`src/sv/b64u_pkg.sv`:
```
// Shared types, constants and the alphabet lookup for the URL-safe Base64 stream encoder.
`default_nettype none

package b64u_pkg;

  // Depth of the job queue between the byte front end and the character back end.
  localparam int unsigned QueueDepth = 2;

  // ASCII code of the padding character.
  localparam logic [6:0] PadChar = 7'd61;

  // One input word: a raw message byte and the end-of-message flag.
  typedef struct packed {
    logic [7:0] data_byte;
    logic       final_byte;
  } in_word_t;

  // One output word: an ASCII character and the end-of-message flag.
  typedef struct packed {
    logic [6:0] out_char;
    logic       last_char;
  } out_word_t;

  // Position inside the current 3-byte group, one-hot.
  typedef enum logic [2:0] {
    PhaseFirst  = 3'b001,
    PhaseSecond = 3'b010,
    PhaseThird  = 3'b100
  } phase_e;

  // One classified byte: up to two sextets plus padding, ready to serialize.
  typedef struct packed {
    logic [5:0] sextet_a;
    logic [5:0] sextet_b;
    logic       use_b;       // Second sextet is emitted as a character.
    logic [1:0] last_index;  // Index of the final character of this job.
    logic       final_job;   // Job closes the message.
  } job_t;

  // Map a 6-bit value onto the URL-safe alphabet.
  function automatic logic [6:0] enc_sextet(input logic [5:0] v);
    logic [6:0] ch;
    ch = 7'd95;
    case (v) inside
      [6'd0:6'd25]:  ch = 7'({1'b0, v}) + 7'd65;
      [6'd26:6'd51]: ch = 7'({1'b0, v}) + 7'd71;
      [6'd52:6'd61]: ch = 7'({1'b0, v}) - 7'd4;
      6'd62:         ch = 7'd45;
      default:       ch = 7'd95;
    endcase
    return ch;
  endfunction

endpackage

`default_nettype wire

```
`src/sv/b64u_front.sv`:
```
// Front end: accepts message bytes, tracks the group position and builds one job per byte.
`default_nettype none

module b64u_front (
  input  wire logic               clk_i,
  input  wire logic               rst_ni,
  input  wire logic               in_valid_i,
  output logic                    in_ready_o,
  input  wire b64u_pkg::in_word_t in_word_i,
  input  wire logic               queue_full_i,
  output logic                    push_o,
  output b64u_pkg::job_t          job_o
);
  import b64u_pkg::*;

  phase_e     phase_q, phase_d;
  logic [3:0] carry_q, carry_d;
  logic [7:0] b;
  logic       fin;

  assign b          = in_word_i.data_byte;
  assign fin        = in_word_i.final_byte;
  assign in_ready_o = !queue_full_i;
  assign push_o     = in_valid_i && !queue_full_i;

  // Split the byte into sextets according to the group position.
  always_comb begin
    job_o.final_job = fin;
    phase_d         = phase_q;
    carry_d         = carry_q;
    case (phase_q)
      PhaseSecond: begin
        job_o.sextet_a   = {carry_q[1:0], b[7:4]};
        job_o.sextet_b   = {b[3:0], 2'b00};
        job_o.use_b      = fin;
        job_o.last_index = fin ? 2'd2 : 2'd0;
        phase_d          = fin ? PhaseFirst : PhaseThird;
        carry_d          = fin ? 4'd0 : b[3:0];
      end
      PhaseThird: begin
        job_o.sextet_a   = {carry_q, b[7:6]};
        job_o.sextet_b   = b[5:0];
        job_o.use_b      = 1'b1;
        job_o.last_index = 2'd1;
        phase_d          = PhaseFirst;
        carry_d          = 4'd0;
      end
      default: begin
        job_o.sextet_a   = b[7:2];
        job_o.sextet_b   = {b[1:0], 4'b0000};
        job_o.use_b      = fin;
        job_o.last_index = fin ? 2'd3 : 2'd0;
        phase_d          = fin ? PhaseFirst : PhaseSecond;
        carry_d          = fin ? 4'd0 : {2'b00, b[1:0]};
      end
    endcase
  end

  // Group position and leftover bits advance on every accepted byte.
  always_ff @(posedge clk_i or negedge rst_ni) begin
    if (!rst_ni) begin
      phase_q <= PhaseFirst;
      carry_q <= 4'd0;
    end else if (push_o) begin
      phase_q <= phase_d;
      carry_q <= carry_d;
    end
  end

endmodule

`default_nettype wire

```
`src/sv/b64u_queue.sv`:
```
// Small job queue that decouples the byte front end from the character back end.
`default_nettype none

module b64u_queue #(
  parameter int unsigned Depth = b64u_pkg::QueueDepth
) (
  input  wire logic           clk_i,
  input  wire logic           rst_ni,
  input  wire logic           push_i,
  input  wire b64u_pkg::job_t push_job_i,
  output logic                full_o,
  input  wire logic           pop_i,
  output logic                valid_o,
  output b64u_pkg::job_t      head_o
);
  import b64u_pkg::*;

  localparam int unsigned PtrW = (Depth > 1) ? $clog2(Depth) : 1;
  localparam int unsigned CntW = $clog2(Depth + 1);

  job_t            mem_q [Depth];
  logic [PtrW-1:0] wptr_q, rptr_q;
  logic [CntW-1:0] count_q;

  assign full_o  = (count_q == CntW'(Depth));
  assign valid_o = (count_q != '0);
  assign head_o  = mem_q[rptr_q];

  // Storage is written at the tail.
  always_ff @(posedge clk_i) begin
    if (push_i) begin
      mem_q[wptr_q] <= push_job_i;
    end
  end

  // Pointers wrap at the depth; the count tracks occupancy.
  always_ff @(posedge clk_i or negedge rst_ni) begin
    if (!rst_ni) begin
      wptr_q  <= '0;
      rptr_q  <= '0;
      count_q <= '0;
    end else begin
      if (push_i) begin
        wptr_q <= (wptr_q == PtrW'(Depth - 1)) ? '0 : wptr_q + 1'b1;
      end
      if (pop_i) begin
        rptr_q <= (rptr_q == PtrW'(Depth - 1)) ? '0 : rptr_q + 1'b1;
      end
      if (push_i && !pop_i) begin
        count_q <= count_q + 1'b1;
      end else if (pop_i && !push_i) begin
        count_q <= count_q - 1'b1;
      end
    end
  end

  a_no_overflow: assert property (@(posedge clk_i) disable iff (!rst_ni)
    !(push_i && full_o))
    else $error("job pushed into a full queue");

  a_no_underflow: assert property (@(posedge clk_i) disable iff (!rst_ni)
    pop_i |-> valid_o)
    else $error("job popped from an empty queue");

  a_count_bound: assert property (@(posedge clk_i) disable iff (!rst_ni)
    count_q <= CntW'(Depth))
    else $error("queue occupancy beyond depth");

endmodule

`default_nettype wire

```
`src/sv/b64u_back.sv`:
```
// Back end: serializes each job into characters through a registered output stage.
`default_nettype none

module b64u_back (
  input  wire logic           clk_i,
  input  wire logic           rst_ni,
  input  wire logic           job_valid_i,
  input  wire b64u_pkg::job_t job_i,
  output logic                pop_o,
  output logic                out_valid_o,
  input  wire logic           out_ready_i,
  output b64u_pkg::out_word_t out_word_o
);
  import b64u_pkg::*;

  logic [1:0] idx_q, idx_d;
  logic       out_valid_q;
  out_word_t  out_q, char_d;
  logic       load;

  // Load a new character whenever a job is waiting and the output register is empty or being drained.
  assign load  = job_valid_i && (!out_valid_q || out_ready_i);
  assign pop_o = load && (idx_q == job_i.last_index);

  // Pick sextet or padding for the current character of the job.
  always_comb begin
    if (idx_q == 2'd0) begin
      char_d.out_char = enc_sextet(job_i.sextet_a);
    end else if (idx_q == 2'd1 && job_i.use_b) begin
      char_d.out_char = enc_sextet(job_i.sextet_b);
    end else begin
      char_d.out_char = PadChar;
    end
    char_d.last_char = job_i.final_job && (idx_q == job_i.last_index);
    idx_d = pop_o ? 2'd0 : (load ? idx_q + 2'd1 : idx_q);
  end

  // Character index and output valid.
  always_ff @(posedge clk_i or negedge rst_ni) begin
    if (!rst_ni) begin
      idx_q       <= 2'd0;
      out_valid_q <= 1'b0;
    end else begin
      idx_q <= idx_d;
      if (load) begin
        out_valid_q <= 1'b1;
      end else if (out_ready_i) begin
        out_valid_q <= 1'b0;
      end
    end
  end

  // Output payload register.
  always_ff @(posedge clk_i) begin
    if (load) begin
      out_q <= char_d;
    end
  end

  assign out_valid_o = out_valid_q;
  assign out_word_o  = out_q;

  a_idx_in_job: assert property (@(posedge clk_i) disable iff (!rst_ni)
    job_valid_i |-> idx_q <= job_i.last_index)
    else $error("character index past the end of its job");

  a_mid_job_held: assert property (@(posedge clk_i) disable iff (!rst_ni)
    (idx_q != 2'd0) |-> job_valid_i)
    else $error("job left the queue before all its characters were sent");

  a_last_retires: assert property (@(posedge clk_i) disable iff (!rst_ni)
    (load && char_d.last_char) |-> pop_o)
    else $error("message end flagged without retiring the job");

endmodule

`default_nettype wire

```
`src/sv/base64url_stream_encoder.sv`:
```
// Top level of the URL-safe Base64 stream encoder with padding.
//
//   Channel  | Direction | Handshake                | Word
//   ---------+-----------+--------------------------+-------------------------------
//   in       | input     | in_valid_i / in_ready_o  | in_word_i: data_byte, final_byte
//   out      | output    | out_valid_o / out_ready_i| out_word_o: out_char, last_char
//
// A byte is taken in every cycle while the job queue has room; each byte becomes
// one job of one to four characters, and the back end sends one character per cycle
// while out_ready_i is high. Throughput is set by the single output register;
// a byte yields one or two characters, or up to four on the final byte.
// Reset clears the group position, the queue and the output valid; no clearing pass.
// A stalled output fills the queue, after which in_ready_o drops until a job retires.
`default_nettype none

module base64url_stream_encoder #(
  parameter int unsigned QueueDepth = b64u_pkg::QueueDepth
) (
  input  wire logic                clk_i,
  input  wire logic                rst_ni,
  input  wire logic                in_valid_i,
  output logic                     in_ready_o,
  input  wire b64u_pkg::in_word_t  in_word_i,
  output logic                     out_valid_o,
  input  wire logic                out_ready_i,
  output b64u_pkg::out_word_t      out_word_o
);
  import b64u_pkg::*;

  logic push, full, pop, job_valid;
  job_t push_job, head_job;

  b64u_front u_front (
    .clk_i        (clk_i),
    .rst_ni       (rst_ni),
    .in_valid_i   (in_valid_i),
    .in_ready_o   (in_ready_o),
    .in_word_i    (in_word_i),
    .queue_full_i (full),
    .push_o       (push),
    .job_o        (push_job)
  );

  b64u_queue #(
    .Depth (QueueDepth)
  ) u_queue (
    .clk_i      (clk_i),
    .rst_ni     (rst_ni),
    .push_i     (push),
    .push_job_i (push_job),
    .full_o     (full),
    .pop_i      (pop),
    .valid_o    (job_valid),
    .head_o     (head_job)
  );

  b64u_back u_back (
    .clk_i       (clk_i),
    .rst_ni      (rst_ni),
    .job_valid_i (job_valid),
    .job_i       (head_job),
    .pop_o       (pop),
    .out_valid_o (out_valid_o),
    .out_ready_i (out_ready_i),
    .out_word_o  (out_word_o)
  );

endmodule

`default_nettype wire
```
`config.mk`:
```
export PLATFORM = sky130hd
export DESIGN_NAME = base64url_stream_encoder
export DESIGN_NICKNAME = d
export VERILOG_FILES = /design/src/sv/b64u_pkg.sv /design/src/sv/b64u_front.sv /design/src/sv/b64u_queue.sv /design/src/sv/b64u_back.sv /design/src/sv/base64url_stream_encoder.sv
export SDC_FILE = /design/constraint.sdc
export NUM_CORES = 1
export LEC_CHECK = 0
export BUFFER_PORTS_ARGS = -buffer_cell sky130_fd_sc_hd__buf_2
export CAP_MARGIN = 5
export CELL_PAD_IN_SITES_DETAIL_PLACEMENT = 2
export CELL_PAD_IN_SITES_GLOBAL_PLACEMENT = 2
export CORE_ASPECT_RATIO = 1.4
export CORE_MARGIN = 5
export CORE_UTILIZATION = 41
export CTS_BUF_LIST = sky130_fd_sc_hd__clkbuf_16
export CTS_CLUSTER_SIZE = 14
export DETAILED_ROUTE_END_ITERATION = 8
export PLACE_DENSITY_LB_ADDON = 0.1
export SETUP_SLACK_MARGIN = 0.5
export SKIP_CTS_REPAIR_TIMING = 1
export SLEW_MARGIN = 5
export SYNTH_ARGS = -nofsm -noshare
export SYNTH_HDL_FRONTEND = slang
export SYNTH_HIERARCHICAL = 1
export SYNTH_SLANG_ARGS = --single-unit
```
`constraint.sdc`:
```
create_clock -name clk_i -period 3.3 [get_ports clk_i]
set_input_delay 0.99 -clock clk_i [delete_from_list [all_inputs] [get_ports clk_i]]
set_output_delay 0.99 -clock clk_i [all_outputs]
set_load 0.02 [all_outputs]
```
==> reports/summary.json, run 1 <==
{
  "postSynthAreaPerCell_um2": 10.6,
  "critPathArrivalTime_ns": 2.85,
  "synth-edff-count": 40,
  "pwr_density_cell_nw_per_um2": 1110,
  "yosys.area.top_type_share": 0.331,
  "r2r_slack_ns": 0.46,
  "post-dp-hpwl_um": 7060,
  "ctsRootBufferMaster": "sky130_fd_sc_hd__clkbuf_16",
  "synthesis.nets": 377,
  "drt-vias-per-instance": 5.78,
  "timing.critical_path.from_type": "flop",
  "detailed_route_wl_um": 9680,
  "grt-ovfl-total": 0,
  "max_freq_mhz": 352,
  "data_required_time_of_the_critical_path_ns": 3.31,
  "synth_top_cells_by_area": "sky130_fd_sc_hd__edfxtp_1, sky130_fd_sc_hd__dfrtp_1, sky130_fd_sc_hd__ha_1, sky130_fd_sc_hd__mux2_4, sky130_fd_sc_hd__o21ai_0",
  "core_area_um2": 8610,
  "antenna_found_initial": 0,
  "ant_nets": 0,
  "power.total_mw": 4.57,
  "asyncSetResetFlopFracSynth": 0.259,
  "fp.dieArea_um2": 10800,
  "critical_path_buf_inv_count": 2,
  "antenna-diode-count": 0,
  "worst_hold_path.endpoint": "u_queue/count_q[1]$_DFFE_PN0P_",
  "setup_total_negative_slack_ns": 0,
  "critical_path_peak_fanout": 9,
  "post-route-min-period_ns": 2.84,
  "critical_path_start": "u_queue/rptr_q$_DFFE_PN0P_",
  "final.period_utilization": 0.861,
  "route.detailed.drc": 0,
  "timing.hold.worst.class": "flop to flop",
  "layout.nets": 402,
  "worst_flop_to_flop_path_startpoint": "u_queue/rptr_q$_DFFE_PN0P_",
  "synth_top_area_cell": "sky130_fd_sc_hd__edfxtp_1",
  "num_rows": 40,
  "die_w_um": 89.5,
  "crit_slowest_cell": "sky130_fd_sc_hd__dfrtp_2",
  "fp.dieH_um": 121,
  "worst-slew-pin-transition_ns": 0.762,
  "run_status": "complete, no violations",
  "drv.max_cap_violation_count": 0,
  "globalRouteTotalUtil": 0.185,
  "maximum_clock_skew_at_final_layout_ns": 0.00601,
  "rsz0062_at_grt": "true",
  "distinct_cells_synth": 60,
  "cts.path.max_buffers": 2,
  "crit_reg_reg_endpoint": "u_back/out_word_o[3]$_DFFE_PP_",
  "synth.yosys.seq_area_share": 0.428,
  "gr-usage-met3": 0.0272,
  "first_iter_violations": 54,
  "final_hold_viol_count": 0,
  "syn_inst": 342,
  "critPathCaptureType": "flop",
  "global_route_track_usage_on_met2": 0.336,
  "global_route.peak_usage_layer": "met2",
  "placed_cell_area_um2": 3770,
  "clk-insertion-delay-late_ns": 0.29,
  "tritoncts_buffer_count": 5,
  "clock_tree_from_tritoncts": "built",
  "io-pin-count": 23,
  "cellLeakagePower_nw": 1.59,
  "initial_core_utilization": 0.421,
  "fillers": 897,
  "timing_max_transition_violations_final": 0,
  "final-setup-viol-count": 0,
  "grt_first_pass_wirelength_um": 15400,
  "grtUsageMet1": 0.213,
  "drt_pass1_iterations": 4,
  "syn2layout_area_growth_pct": 13.2,
  "synth_commonest_cells": "sky130_fd_sc_hd__edfxtp_1, sky130_fd_sc_hd__nand2_1, sky130_fd_sc_hd__ha_1, sky130_fd_sc_hd__o21ai_0, sky130_fd_sc_hd__inv_1",
  "post-synth-top-count-cell": "sky130_fd_sc_hd__edfxtp_1",
  "clock_tree.htree_level_count": 2,
  "irDropWorstVdd_uv": 536,
  "worstHoldPathCells": 1,
  "ys_dominant_reg_cell": "sky130_fd_sc_hd__edfxtp_1",
  "worst_hold_startpoint": "u_queue/count_q[1]$_DFFE_PN0P_",
  "clk_pin_slew_ns": 0.07,
  "slowest_delay_ns": 0.49,
  "grt_max_degree": 24,
  "port_buffers": 22,
  "detailroute.via_count": 2735,
  "gp_routability_congestion": 0.797,
  "netlist_area_um2": 3620,
  "cts_num_sinks": 54,
  "synthesis.yosys.warnings": 6,
  "via_count_of_the_first_global_routing_pass": 3046,
  "postLayoutCoreUtil": 0.476,
  "timing.critical_path.cells": "buf_8 -> mux2_4 -> clkinvlp_4 -> ha_2 -> nor2b_1 -> or2_2 -> a31o_4 -> mux2i_1 -> xnor2_1 -> a32oi_1",
  "yosys_register_bits": 54,
  "r2r_cells": 10,
  "hold_slack_ns": 0.485,
  "stdcell_area_um2": 4100,
  "relSlewSlack": 0.492,
  "critical_path.top_delay_family": "flip-flops",
  "drive_gt1_frac": 0.258,
  "wl_per_cell_um": 20.5,
  "crit_type": "flop to flop"
}
layout by cell type (no fill, tap or decap), types with 3 or more instances in the layout:
cell type / n
sky130_fd_sc_hd__a22oi_1: 3
sky130_fd_sc_hd__a31oi_1: 3
sky130_fd_sc_hd__inv_1: 13
sky130_fd_sc_hd__nand2b_1: 6
sky130_fd_sc_hd__nor2_1: 11
sky130_fd_sc_hd__xor2_1: 8
sky130_fd_sc_hd__xnor2_1: 7
sky130_fd_sc_hd__mux2_4: 12
sky130_fd_sc_hd__o21ai_1: 3
sky130_fd_sc_hd__buf_4: 12
sky130_fd_sc_hd__nand3_1: 4
sky130_fd_sc_hd__o211ai_1: 6
sky130_fd_sc_hd__nand2_1: 28
sky130_fd_sc_hd__and2_1: 5
sky130_fd_sc_hd__clkbuf_16: 5
sky130_fd_sc_hd__a32oi_1: 3
sky130_fd_sc_hd__nand3b_1: 3
sky130_fd_sc_hd__inv_2: 4
sky130_fd_sc_hd__or2_2: 3
sky130_fd_sc_hd__o311a_1: 9
sky130_fd_sc_hd__buf_2: 22
sky130_fd_sc_hd__mux2i_1: 3
sky130_fd_sc_hd__edfxtp_1: 40
sky130_fd_sc_hd__nor2b_1: 15
sky130_fd_sc_hd__mux2_2: 5
sky130_fd_sc_hd__ha_1: 18
sky130_fd_sc_hd__ha_2: 3
sky130_fd_sc_hd__o21ai_0: 22
sky130_fd_sc_hd__nor3_1: 16
sky130_fd_sc_hd__a21oi_1: 3
sky130_fd_sc_hd__nand4_1: 5
sky130_fd_sc_hd__o21bai_1: 9
sky130_fd_sc_hd__dfrtp_1: 12
worst max path at each step:
stage                     slack, ns                        endpoint  cells after the start
after floorplan                0.63  u_back/out_word_o[2]$_DFFE_PP_                     11
after global placement         0.19  u_back/out_word_o[3]$_DFFE_PP_                     10
after detailed placement       0.11  u_back/out_word_o[3]$_DFFE_PP_                     10
after CTS                      0.09  u_back/out_word_o[3]$_DFFE_PP_                     10
after global routing           0.39  u_back/out_word_o[4]$_DFFE_PP_                      8
final                          0.46  u_back/out_word_o[3]$_DFFE_PP_                     10
per-layer routing:
metal	vias to the layer above	share of wire
li1	1308	-
met1	1370	0.41
met2	40	0.55
met3	17	0.020
met4	0	0.025
met5	-	0
cell families after synthesis:
family                     Yosys count  share of synthesized area
adders and majority gates           22                     0.0759
DFF                                 54                      0.428
and+or+nand+nor                    106                      0.154
AOI/OAI and AO/OA                   86                      0.177
buffers and inverters               39                     0.0573
xor gates and xnor gates            15                     0.0362
muxes                               20                     0.0704
flip-flops by register name (all words and copies together) (netlist names):
signal,flops
u_back/idx_q,2
u_back/out_valid_o,1
u_back/out_word_o,8
u_front/carry_q,4
u_front/phase_q,3
u_queue/count_q,2
u_queue/mem_q,32
u_queue/rptr_q,1
u_queue/wptr_q,1
power by group:
group / switching, mW / internal, mW
Clock: 0.236 / 0.279
Combinational: 1.62 / 1.17
Sequential: 0.181 / 1.09
Total: 2.04 / 2.53
per-stage QoR:
stage | instances | setup slack (ns)
after CTS | 462 | 0.0927
after detailed placement | 454 | 0.113
after global routing | 473 | 0.393
after global placement | 454 | 0.187
final | 473 | 0.457
after floorplan | 342 | 0.627
cell type report:
| class | instances | area [um^2] | area share |
|---|---|---|---|
| clock buffers | 5 | 125 | 0.0305 |
| clock inverters | 3 | 16.3 | 0.00397 |
| inverters | 19 | 78.8 | 0.0192 |
| multi-input cells | 249 | 1940 | 0.474 |
| flip-flops and latches | 54 | 1550 | 0.379 |
| well taps | 105 | 131 | 0.0320 |
| repair buffers | 38 | 251 | 0.0613 |
(Power assumes the default switching activity.)
==> run 2, diff against run 1 <==
- CORE_MARGIN: 5 -> unset
- SETUP_SLACK_MARGIN: 0.5 -> 0.2
==> reports/summary.json, run 2 (synthesized netlist as in run 1, its figures left out) <==
{
  "hold_slack": {"value": 0.491, "unit": "ns", "change": "+0.00605 ns"},
  "ctsRootBufferMaster": "sky130_fd_sc_hd__clkbuf_16",
  "cellLeakagePower": {"value": 1.53, "unit": "nW", "change": "-3.4%"},
  "timing.critical_path.from_type": "flop",
  "maximum_clock_skew_at_final_layout": {"value": 0.00369, "unit": "ns", "change": "-0.00232 ns"},
  "rsz0062_at_grt": "false",
  "drt-vias-per-instance": {"value": 5.78, "change": "about the same"},
  "critPathArrivalTime": {"value": 3.02, "unit": "ns", "change": "+0.17 ns"},
  "post-dp-hpwl": {"value": 7190, "unit": "um", "change": "+1.9%"},
  "critical_path_peak_fanout": {"value": 9, "change": "unchanged"},
  "fp.dieArea": {"value": 9230, "unit": "um^2", "change": "-15%"},
  "timing.hold.worst.class": "flop to flop",
  "layout.nets": {"value": 391, "change": "-2.7%"},
  "antenna_found_initial": {"value": 0, "change": "unchanged"},
  "crit_type": "flop to flop",
  "final.period_utilization": {"value": 0.907, "change": "+0.0459"},
  "crit_slowest_cell": "sky130_fd_sc_hd__dfrtp_2",
  "via_count_of_the_first_global_routing_pass": {"value": 3012, "change": "-1.1%"},
  "detailed_route_wl": {"value": 9540, "unit": "um", "change": "-1.5%"},
  "num_rows": {"value": 40, "change": "unchanged"},
  "grt_max_degree": {"value": 24, "change": "unchanged"},
  "clock_tree_from_tritoncts": "built",
  "globalRouteTotalUtil": {"value": 0.228, "change": "+0.0433"},
  "antenna-diode-count": {"value": 0, "change": "unchanged"},
  "data_required_time_of_the_critical_path": {"value": 3.32, "unit": "ns", "change": "about the same"},
  "cts_num_sinks": {"value": 54, "change": "unchanged"},
  "max_flop_register": "u_queue/mem_q",
  "gp_routability_congestion": {"value": 0.789, "change": "-0.98%"},
  "final_common_cell": "sky130_fd_sc_hd__edfxtp_1",
  "wl_per_cell": {"value": 20.6, "unit": "um", "change": "+0.89%"},
  "final_hold_viol_count": {"value": 0, "change": "unchanged"},
  "first_iter_violations": {"value": 91, "change": "+69%"},
  "drv.max_cap_violation_count": {"value": 0, "change": "unchanged"},
  "worst-slew-pin-transition": {"value": 0.732, "unit": "ns", "change": "-0.0297 ns"},
  "pwr_density_cell": {"value": 1110, "unit": "nW/um^2", "change": "-0.74%"},
  "relSlewSlack": {"value": 0.512, "change": "+0.0198"},
  "postLayoutCoreUtil": {"value": 0.460, "change": "-0.0167"},
  "timing.critical_path.cells": "buf_4 -> mux2_4 -> inv_1 -> ha_1 -> nor2b_1 -> or2_2 -> a31o_2 -> mux2i_1 -> xnor2_1 -> a32oi_1",
  "io-pin-count": {"value": 23, "change": "unchanged"},
  "largest_reg_flops": {"value": 32, "change": "unchanged"},
  "clock_tree.htree_level_count": {"value": 2, "change": "unchanged"},
  "placed_cell_area": {"value": 3770, "unit": "um^2", "change": "unchanged"},
  "max_freq": {"value": 334, "unit": "MHz", "change": "-5.1%"},
  "cts.path.max_buffers": {"value": 2, "change": "unchanged"},
  "clk-insertion-delay-late": {"value": 0.30, "unit": "ns", "change": "about the same"},
  "route.detailed.drc": {"value": 0, "change": "unchanged"},
  "tritoncts_buffer_count": {"value": 5, "change": "unchanged"},
  "final.setup.worst_slack": {"value": 0.306, "unit": "ns", "change": "-0.151 ns"},
  "ant_nets": {"value": 0, "change": "unchanged"},
  "die_w": {"value": 81.5, "unit": "um", "change": "-8.9%"},
  "grt-ovfl-total": {"value": 0, "change": "unchanged"},
  "irDropWorstVdd": {"value": 552, "unit": "uV", "change": "+3.0%"},
  "final-setup-viol-count": {"value": 0, "change": "unchanged"},
  "post-route-min-period": {"value": 2.99, "unit": "ns", "change": "+0.151 ns"},
  "critPathCaptureType": "flop",
  "drt_pass1_iterations": {"value": 4, "change": "unchanged"},
  "clk_pin_slew": {"value": 0.07, "unit": "ns", "change": "about the same"},
  "syn2layout_area_growth_pct": 8.56,
  "port_buffers": {"value": 22, "change": "unchanged"},
  "timing_max_transition_violations_final": {"value": 0, "change": "unchanged"},
  "run_status": "complete, no violations",
  "fp.dieH": {"value": 113, "unit": "um", "change": "-6.6%"},
  "grt_first_pass_wirelength": {"value": 15700, "unit": "um", "change": "+2.1%"},
  "preCtsSetupSlack": {"value": 0.202, "unit": "ns", "change": "+0.0887 ns"},
  "drive_gt1_frac": {"value": 0.185, "change": "-0.0733"},
  "setup_total_negative_slack": {"value": 0, "unit": "ns", "change": "unchanged"},
  "layout_common_cells": "sky130_fd_sc_hd__edfxtp_1, sky130_fd_sc_hd__nand2_1, sky130_fd_sc_hd__buf_2, sky130_fd_sc_hd__o21ai_0, sky130_fd_sc_hd__ha_1",
  "detailroute.via_count": {"value": 2672, "change": "-2.3%"},
  "slowest_delay": {"value": 0.50, "unit": "ns", "change": "about the same"},
  "initial_core_utilization": {"value": 0.424, "change": "+0.00246"},
  "core_area": {"value": 8560, "unit": "um^2", "change": "-0.58%"},
  "stdcell_area": {"value": 3940, "unit": "um^2", "change": "-4.1%"}
}
==> run 2: changes by cell type in the layout (fill, tap and decap cells not counted), sizes merged <==
| cell | delta |
|---|---|
| buf | -10 |
| clkinv | +1 |
| clkinvlp | -2 |
==> run 2: final timing paths <==
check / to / slack [ns] / cells past startpoint / from
min in group asynchronous: u_queue/count_q[1]$_DFFE_PN0P_ / 0.59 / 1 / rst_ni
max in group asynchronous: u_front/phase_q[0]$_DFFE_PN1P_ / 2.42 / 1 / rst_ni
hold reg to reg: u_queue/count_q[1]$_DFFE_PN0P_ / 0.49 / 1 / u_queue/count_q[1]$_DFFE_PN0P_
setup reg to reg: u_back/out_word_o[3]$_DFFE_PP_ / 0.31 / 10 / u_queue/rptr_q$_DFFE_PN0P_
hold / removal: u_queue/count_q[1]$_DFFE_PN0P_ / 0.49 / 1 / u_queue/count_q[1]$_DFFE_PN0P_
setup / recovery: u_back/out_word_o[3]$_DFFE_PP_ / 0.31 / 10 / u_queue/rptr_q$_DFFE_PN0P_
==> run 2: stage by stage <==
stage,power [mW],std cells
6_report,4.35,462
5_1_grt,4.67,462
4_1_cts,4.39,462
3_5_place_dp,3.79,454
3_3_place_gp,3.66,454
2_1_floorplan,3.15,342
==> run 2: metal layers <==
| metal | up-vias | track usage | wire length [um] |
|---|---|---|---|
| li1 | 1280 | - | - |
| met2 | 30 | 0.437 | 5360 |
| met1 | 1353 | 0.250 | 3850 |
| met5 | - | 0 | 0 |
| met3 | 9 | 0.0266 | 150 |
| met4 | 0 | 0.0738 | 175 |
==> run 2: worst max-delay path, delay by kind of cell (launching register included) <==
| kind | cells | cell delay [ns] |
|---|---|---|
| AO/OA/AOI/OAI | 2 | 0.47 |
| XOR/XNOR | 1 | 0.27 |
| AND/OR/NAND/NOR | 2 | 0.39 |
| buffers and inverters | 2 | 0.35 |
| multiplexers | 2 | 0.50 |
| flip-flops | 1 | 0.50 |
| adder cells (fa/ha/maj) | 1 | 0.23 |
==> run 2: area by class of cell <==
class / instances / area, um^2
fill: 927 / 4620
timing repair buffer: 27 / 148
multi-input combinational: 249 / 1870
sequential: 54 / 1550
clock inverter: 2 / 10.0
tap: 105 / 131
inverter: 19 / 71.3
clock buffer: 6 / 150
==> run 2: where the power goes <==
part,switching [mW],internal (mW)
clock network,0.253,0.326
logic,1.50,0.971
registers,0.221,1.08
